===== src/assert_macros.svh =====
// Assertion macros shared by the page frame range allocator RTL.
// Depends on nothing; the including module provides clk and rst_n.
`ifndef ASSERT_MACROS_SVH
`define ASSERT_MACROS_SVH
`ifndef SYNTHESIS
// Concurrent check on the rising clock, ignored while reset is asserted.
`define PFRA_ASSERT(lbl, prop, msg) \
  lbl: assert property (@(posedge clk) disable iff (!rst_n) (prop)) else $error(msg);
// Concurrent check on the rising clock that also holds during reset.
`define PFRA_ASSERT_ALWAYS(lbl, prop, msg) \
  lbl: assert property (@(posedge clk) (prop)) else $error(msg);
`else
`define PFRA_ASSERT(lbl, prop, msg)
`define PFRA_ASSERT_ALWAYS(lbl, prop, msg)
`endif
`endif


===== src/pfra_pkg.sv =====
// Package for the page frame range allocator: frame types, address constants,
// and the clip result structure. Depends on nothing.
package pfra_pkg;

  localparam int unsigned FRAME_W = 21;
  localparam int unsigned REND_W  = 34;

  typedef logic [FRAME_W-1:0] frame_t;

  // 4 GiB expressed as a frame number, and the address limits used by the clip.
  localparam frame_t        CAP_FRAME  = 21'h10_0000;
  localparam logic [63:0]   START_MAX  = 64'h0000_0000_FFFF_F000;
  localparam logic [63:0]   PHYS_CAP   = 64'h0000_0001_0000_0000;
  localparam logic [32:0]   LOW_FLOOR  = 33'h0_0010_0000;
  localparam logic [REND_W-1:0] PAGE_MASK = 34'h0_0000_0FFF;
  localparam logic [REND_W-1:0] REND_RESET = 34'h0_0010_0000;

  // Outcome of clipping one offered region.
  typedef struct packed {
    logic   drop;
    frame_t start_frame;
    frame_t end_frame;
  } clip_res_t;

endpackage


===== src/pfra_clip.sv =====
// Two-stage clip datapath for add-region requests: wide end sum, start
// selection, 4 GiB cap and page alignment. Depends on pfra_pkg.
module pfra_clip
  import pfra_pkg::*;
(
  input  logic              clk,
  input  logic              load,
  input  logic [63:0]       base,
  input  logic [63:0]       len,
  input  logic [31:0]       kind,
  input  logic [REND_W-1:0] rend,
  output clip_res_t         res
);

  logic [63:0] base_r;
  logic [63:0] len_r;
  logic        kind_ok_r;
  logic [64:0] end1_r;
  logic [63:0] start1_r;
  logic        ok1_r;
  clip_res_t   res_r;
  logic [63:0] rend_w;
  logic        end_le;
  logic        start_hi;
  logic        end_big;
  clip_res_t   res_nxt;

  assign rend_w = {{(64-REND_W){1'b0}}, rend};

  // Capture the offered entry when a beat is accepted.
  always_ff @(posedge clk) begin
    if (load) begin
      base_r    <= base;
      len_r     <= len;
      kind_ok_r <= (kind == 32'd1);
    end
  end

  // Stage one: end with carry, start raised to the reserved end.
  always_ff @(posedge clk) begin
    end1_r   <= {1'b0, base_r} + {1'b0, len_r};
    start1_r <= (base_r < rend_w) ? rend_w : base_r;
    ok1_r    <= kind_ok_r;
  end

  // Stage two: drop checks, round the start up and the capped end down.
  always_comb begin
    end_le   = !end1_r[64] && (end1_r[63:0] <= rend_w);
    start_hi = start1_r > START_MAX;
    end_big  = end1_r[64] || (end1_r[63:0] > PHYS_CAP);
    res_nxt.drop        = !ok1_r || end_le || start_hi;
    res_nxt.start_frame = {1'b0, start1_r[31:12]} + FRAME_W'(|start1_r[11:0]);
    res_nxt.end_frame   = end_big ? CAP_FRAME : end1_r[32:12];
  end

  always_ff @(posedge clk) begin
    res_r <= res_nxt;
  end

  assign res = res_r;

endmodule


===== config.mk =====
export PLATFORM = sky130hd
export DESIGN_NAME = pfra_clip
export DESIGN_NICKNAME = d
export VERILOG_FILES = /design/src/assert_macros.svh /design/src/pfra_pkg.sv /design/src/pfra_clip.sv
export SDC_FILE = /design/constraint.sdc
export NUM_CORES = 1
export LEC_CHECK = 0
export BUFFER_PORTS_ARGS = -buffer_cell sky130_fd_sc_hd__buf_2
export CAP_MARGIN = 20
export CORE_UTILIZATION = 35
export DETAILED_ROUTE_END_ITERATION = 8
export PLACE_DENSITY = 0.58
export SYNTH_ARGS = -nofsm -noshare
export SYNTH_HDL_FRONTEND = slang
export SYNTH_SLANG_ARGS = --single-unit

===== constraint.sdc =====
create_clock -name clk -period 4.4 [get_ports clk]
set_clock_uncertainty 0.15 [all_clocks]
set_input_delay 0.88 -clock clk [delete_from_list [all_inputs] [get_ports clk]]
set_output_delay 0.88 -clock clk [all_outputs]
set_load 0.05 [all_outputs]

==> out/results.tsv, run 1 <==
metric	value	unit
run status	completed	
Pwr Total	7.94	mW
DR iter-0 viols	571	
pwr dens	468	mW/mm²
post-DP HPWL	31000	µm
Post-Route WL	38600	µm
Peak supply drop	0.260	mV
Crit. End Element	flip-flop	
Clock Latency Late Sink	540	ps
Yosys reg bits	302	
Die W	203	µm
initial antenna violation count	1	
Setup crit start kind	flip-flop	
Crit Path Class	reg2reg	
Finish-stage setup viols	0	
Mapped Cells	1278	
routability cong.	0.904	
dpl ws	752	ps
Lkg Pwr	7.21	nW
worst-path maximum fanout	4	
Post-Synthesis Cell Area	0.0142	mm²
Worst Path Arrival	3790	ps
Gate power share	19.7	%
Inst Count DP	1986	
# Post-CTS Setup Buffers	0	
nets	1828	
CTS tree	built	
DR DRC count	0	
Max Fclk	288	MHz
Max-slew headroom	51.2	%
leading post-synthesis cells by cell area	edfxtp_1 (27%), dfxtp_1 (24%), ha_1 (12%)	
FF-to-FF path depth	11	
Max clock buf depth	3	
Slew Limit Fails	0	
IO Pins	239	
die area	0.0413	mm²
largest net degree at the start of global routing	71	
global-route wire length before repair	58600	µm
Yosys top cell area share	27.3	%
Vias/cell	5.08	
number of synthesized flops with an enable pin	129	
Post-synth ARST share	0	%
CTS Sinks	302	
Net Sw Frac	29.5	%
CTS root buf	clkbuf_16	
Worst Hold Launch	kind_ok_r	
FP Rows	73	
most common cell in the netlist	dfxtp_1	
CTS buffer count	35	
worst min-delay path class	reg2reg	
post-synthesis cell type count	70	
global-route usage over all layers	18.7	%
via count	10400	
hold buffer count at CTS	0	
Pint	5.60	mW
placed inst area	0.0158	mm²
post-CTS sizing	0	
Final Hold Viols	0	
Req. time, crit path	4720	ps
part of the power in registers	44.6	%
TNS Setup	0	ps
CTS H-tree depth	2	
port bufs	238	
DRT Pass-1 Iters	5	
Seq/Total Area, Yosys	51.7	%
Clock transition at path regs	60	ps
Final Core Density	42.6	%
Routed wire per std cell	18.8	µm
Final Instance Area	0.0170	mm²
Clock power frac	35.7	%
Area growth, synth to finish	19.6	%
unrepaired setup endpoints after global routing	no	
core box area	0.0398	mm²
Overflow after GRT	0	
RR Startpoint	base_r[0]	
fin worst setup slack	930	ps
layout cells sized above 1	22.8	%
WHS Path Cells	0	
vias in the first global route	10200	
area leader, netlist	edfxtp_1	
Mapped Avg Cell Area	11.1	µm²
worst slew pin tran	726	ps
final worst-path cycle share	78.9	%
fin cells	2051	
Synth Flop Type	dfxtp_1	
Syn. warnings	0	
Starting Density	35.6	%
Synth Net Count	1608	
Tmin final	3470	ps
synth cell count leaders	dfxtp_1 (173), ha_1 (133), edfxtp_1 (129)	
r2r endpoint	end1_r[60]	
Min-Delay Endpoint	ok1_r	
hold slack	205	ps
Die Y	203	µm
maxcap violations	0	
Final ANT Viol Nets	0	
FF-to-FF setup slack	930	ps
Sw Pwr	2.34	mW
-- critical path, stage by stage, from the launching register on --
cell and delay, ps:
edfxtp_1 410, ha_1 290, fa_1 450, a211oi_2 250, o211ai_1 210, nand4_1 170, a21oi_1 120, or4_4 570
a31oi_2 290, o21ai_2 130, and4_1 210, nor3_1 160
-- power groups by stage --
stage | registers, mW | clock network [mW] | logic [mW]
6_report | 3.54 | 2.84 | 1.56
5_1_grt | 3.58 | 3.04 | 1.74
4_1_cts | 3.55 | 2.93 | 1.56
3_5_place_dp | 3.60 | 0 | 1.54
3_3_place_gp | 3.60 | 0 | 1.53
2_1_floorplan | 3.55 | 0 | 1.06
-- worst max-delay path by stage --
stage | startpoint | endpoint | slack (ps) | cells past startpoint
2_1_floorplan | rend[1] | start1_r[23] | 1250 | 12
3_3_place_gp | rend[33] | start1_r[3] | 780 | 9
3_5_place_dp | rend[33] | start1_r[3] | 750 | 9
4_1_cts | base_r[0] | end1_r[60] | 930 | 11
5_1_grt | base_r[0] | end1_r[60] | 710 | 11
6_report | base_r[0] | end1_r[60] | 930 | 11
-- kinds of logic (layout without fill, tap and decap cells) --
family,count (synthesis),in the layout,share of synthesized area [%]
XOR/XNOR,77,77,4.76
AO/OA/AOI/OAI,294,294,13.6
other,0,1,0
flip-flops,302,302,51.7
buffers and inverters,108,355,3.00
adder cells (fa/ha/maj),134,134,11.9
AND/OR/NAND/NOR,329,329,12.4
multiplexers,34,34,2.70
-- state kept, by name, summed over array words and instances, names as in the netlist --
register and flops:
end1_r 65, base_r 64, len_r 64, start1_r 64
res 43, kind_ok_r 1, ok1_r 1
-- per-layer routing --
metal	GRT usage [%]	vias up	wire length (µm)
met2	30.8	302	18100
met1	25.1	4907	17900
li1	-	5174	-
met3	3.21	42	1830
met4	5.77	0	881
met5	0	-	0
-- area by class of cell --
cell class	count	area, µm²
antenna	1	2.50
clock buffer	43	937
clock inverter	21	183
fill	3875	22900
inverter	49	184
multi-input combinational	868	6420
sequential	302	7340
tap	525	657
timing repair buffer	242	1240
-- cells in the final DEF, fill, tap and decap left out, types with 3 or more instances in the layout --
cell        count
xor2_1         31
clkbuf_16      36
nand2_1        66
ha_1          133
buf_2         237
clkinv_2        8
nor3b_1         3
and2_1         23
edfxtp_1      129
and3_1          8
o21ai_1         3
mux2_2         20
or3_1           5
a31o_2          3
a31oi_1         8
inv_1          49
inv_6           3
xnor2_1        46
o21ai_0        58
o211ai_1        9
a211oi_1       11
a21oi_1       101
mux2_1         14
nor4b_1         3
o21a_1          7
clkbuf_1        6
nand4_1        45
or4_1           4
dfxtp_1       173
nand3_1        19
and4_1          4
nor3_1         21
buf_4           4
o21bai_1       18
clkinvlp_4      3
nor4_1         43
nor2_1         62
nor2b_1         7
nand2b_1        7
a21o_1         43
Power figures use the tool's default switching activity.
==> inputs of run 2 (changes only) <==
==> constraint.sdc (replaced) <==
create_clock -name clk -period 3.46 [get_ports clk]
set_clock_uncertainty 0.15 [all_clocks]
set_input_delay 0.692 -clock clk [delete_from_list [all_inputs] [get_ports clk]]
set_output_delay 0.692 -clock clk [all_outputs]
set_load 0.05 [all_outputs]
==> run 2 against run 1 <==
Sequential share of layout area shrank 0.73 points. Non-clock buffer count grew 21. First-iteration DRC count shrank 14%. Largest power group unchanged.
==> out/results.tsv, run 2 (synthesis results as in run 1) <==
metric	value	unit	change
Die Y	203	µm	unchanged
Min-Delay Endpoint	len_r[55]		
Clock Latency Late Sink	560	ps	+20 ps
unrepaired setup endpoints after global routing	no		
post-DP HPWL	31100	µm	+0.38%
routability cong.	0.885		-2.1%
Routed wire per std cell	18.8	µm	-0.11%
Pwr Total	10.4	mW	+31%
Crit Path Class	reg2reg		
placed inst area	0.0160	mm²	+1.2%
TNS Setup	0	ps	unchanged
Peak supply drop	0.307	mV	+18%
Die W	203	µm	unchanged
Max Fclk	300	MHz	+4.1%
IO Pins	239		unchanged
DRT Pass-1 Iters	5		unchanged
register area	0.00734	mm²	unchanged
RR Startpoint	base_r[0]		
fin cells	2072		+1.0%
CTS buffer count	35		unchanged
commonest non-fill, non-tap cell in the layout	buf_2		
via count	10500		+0.48%
initial antenna violation count	2		+1
CTS Sinks	302		unchanged
Worst Path Arrival	3660	ps	-130 ps
Critical Path, Cell by Cell	ha_2 > fa_2 > a211oi_2 > o211ai_1 > nand4_1 > a21oi_1 > or4_4 > a31oi_4 > o21ai_2 > and4_1 > nor3_1		
layout cells sized above 1	23.9	%	+1.1 points
Worst Hold Launch	len[55]		
Final Hold Viols	0		unchanged
Req. time, crit path	3790	ps	-930 ps
FP Rows	73		unchanged
Post-Route WL	39000	µm	+0.92%
Slew Limit Fails	0		unchanged
CP startpoint	base_r[0]		
Finish-stage setup viols	0		unchanged
most frequent cells in the layout	buf_2 (237), dfxtp_1 (173), ha_1 (132), edfxtp_1 (129), a21oi_1 (101)		
largest net degree at the start of global routing	45		-37%
Tmin final	3330	ps	-138 ps
FF-to-FF setup slack	130	ps	-800 ps
max incr delay on CP	590	ps	+20 ps
Max-slew headroom	45.3	%	-5.9 points
global-route wire length before repair	59300	µm	+1.1%
Final ANT Viol Nets	0		unchanged
run status	completed		
FF-to-FF path depth	11		unchanged
Overflow after GRT	0		unchanged
max FFs per register	65		unchanged
worst-path maximum fanout	4		unchanged
Vias/cell	5.06		-0.54%
global-route usage over all layers	19.0	%	+0.27 points
nets	1849		+1.1%
CTS tree	built		
Inst Count DP	2007		+1.1%
Final Instance Area	0.0172	mm²	+1.7%
hold buffer count at CTS	0		unchanged
Multi-input gate area	0.00643	mm²	+0.21%
# fillers	3852		-0.59%
Lkg Pwr	7.36	nW	+2.1%
CTS root buf	clkbuf_16		
worst min-delay path class	in2reg		
DR iter-0 viols	491		-14%
Largest Register	end1_r		
Max clock buf depth	3		unchanged
Clock transition at path regs	60	ps	about the same
CTS H-tree depth	2		unchanged
WHS Path Cells	1		+1
pwr dens	603	mW/mm²	+29%
final worst-path cycle share	96.3	%	+17 points
core box area	0.0398	mm²	unchanged
port bufs	238		unchanged
r2r endpoint	end1_r[60]		
DR DRC count	0		unchanged
Area growth, synth to finish	21.6	%	
maxcap violations	0		unchanged
Starting Density	35.6	%	unchanged
Crit. End Element	flip-flop		
worst slew pin tran	813	ps	+87.1 ps
Setup crit start kind	flip-flop		
die area	0.0413	mm²	unchanged
vias in the first global route	10400		+1.9%
CP max-delay cell	or4_4		
run 2: cell count changes in the layout (fill, tap and decap cells not counted), moves of 2 or more:
cell and delta:
buf_12 +2, buf_4 +19, clkbuf_1 -3, clkbuf_8 +6, clkinv_1 +4, clkinv_2 -7
inv_16 +2
run 2: area by class of cell:
type	instances	area share, %
Timing Repair Buffer	263	8.23
Sequential cell	302	42.5
Tap cell	525	3.81
Clock buffer	46	5.85
Clock inverter	17	1.17
Multi-Input combinational cell	868	37.3
Antenna cell	2	0.0290
Inverter	49	1.07
run 2: worst max-delay path by stage:
stage	slack, ps	end	cells after the start
CTS	30	end1_r[60]	11
detailed placement	-20	start1_r[3]	9
finish	130	end1_r[60]	11
global route	9	end1_r[60]	11
floorplan	460	end1_r[60]	11
global placement	-20	start1_r[3]	9
run 2: timing repair:
action                     in CTS  in global routing
buffers inserted                0                  0
resized for setup               1                  2
pin swaps                       0                  1
setup endpoints to repair       1                  5
gates cloned                    0                  0
run 2: per-layer routing:
layer	vias up	global-route usage [%]	wire [µm]
li1	5222	-	-
met2	270	31.2	18200
met4	0	6.85	969
met5	-	0	0
met3	51	3.18	1760
met1	4932	25.1	18100
run 2: worst max-delay path, delay by kind of cell, from the launching register on:
family          cells  cell delay, ps
fa+ha+maj           2             630
simple gates        4            1140
compound gates      5             920
flops               1             420
run 2: metrics by stage:
step                      hold WS [ps]  setup slack [ps]  util (%)
after global placement             177             -16.5      40.2
final                              149               128      43.3
after global routing               126              8.94      43.3
after CTS                          116              30.4      43.3
after detailed placement           181             -23.6      40.2
after floorplan                    173               462         -
run 2: report_power, final:
part	switching, mW	internal, mW	total, mW
logic	1.18	0.855	2.03
clock network	1.55	2.31	3.85
registers	0.305	4.21	4.51
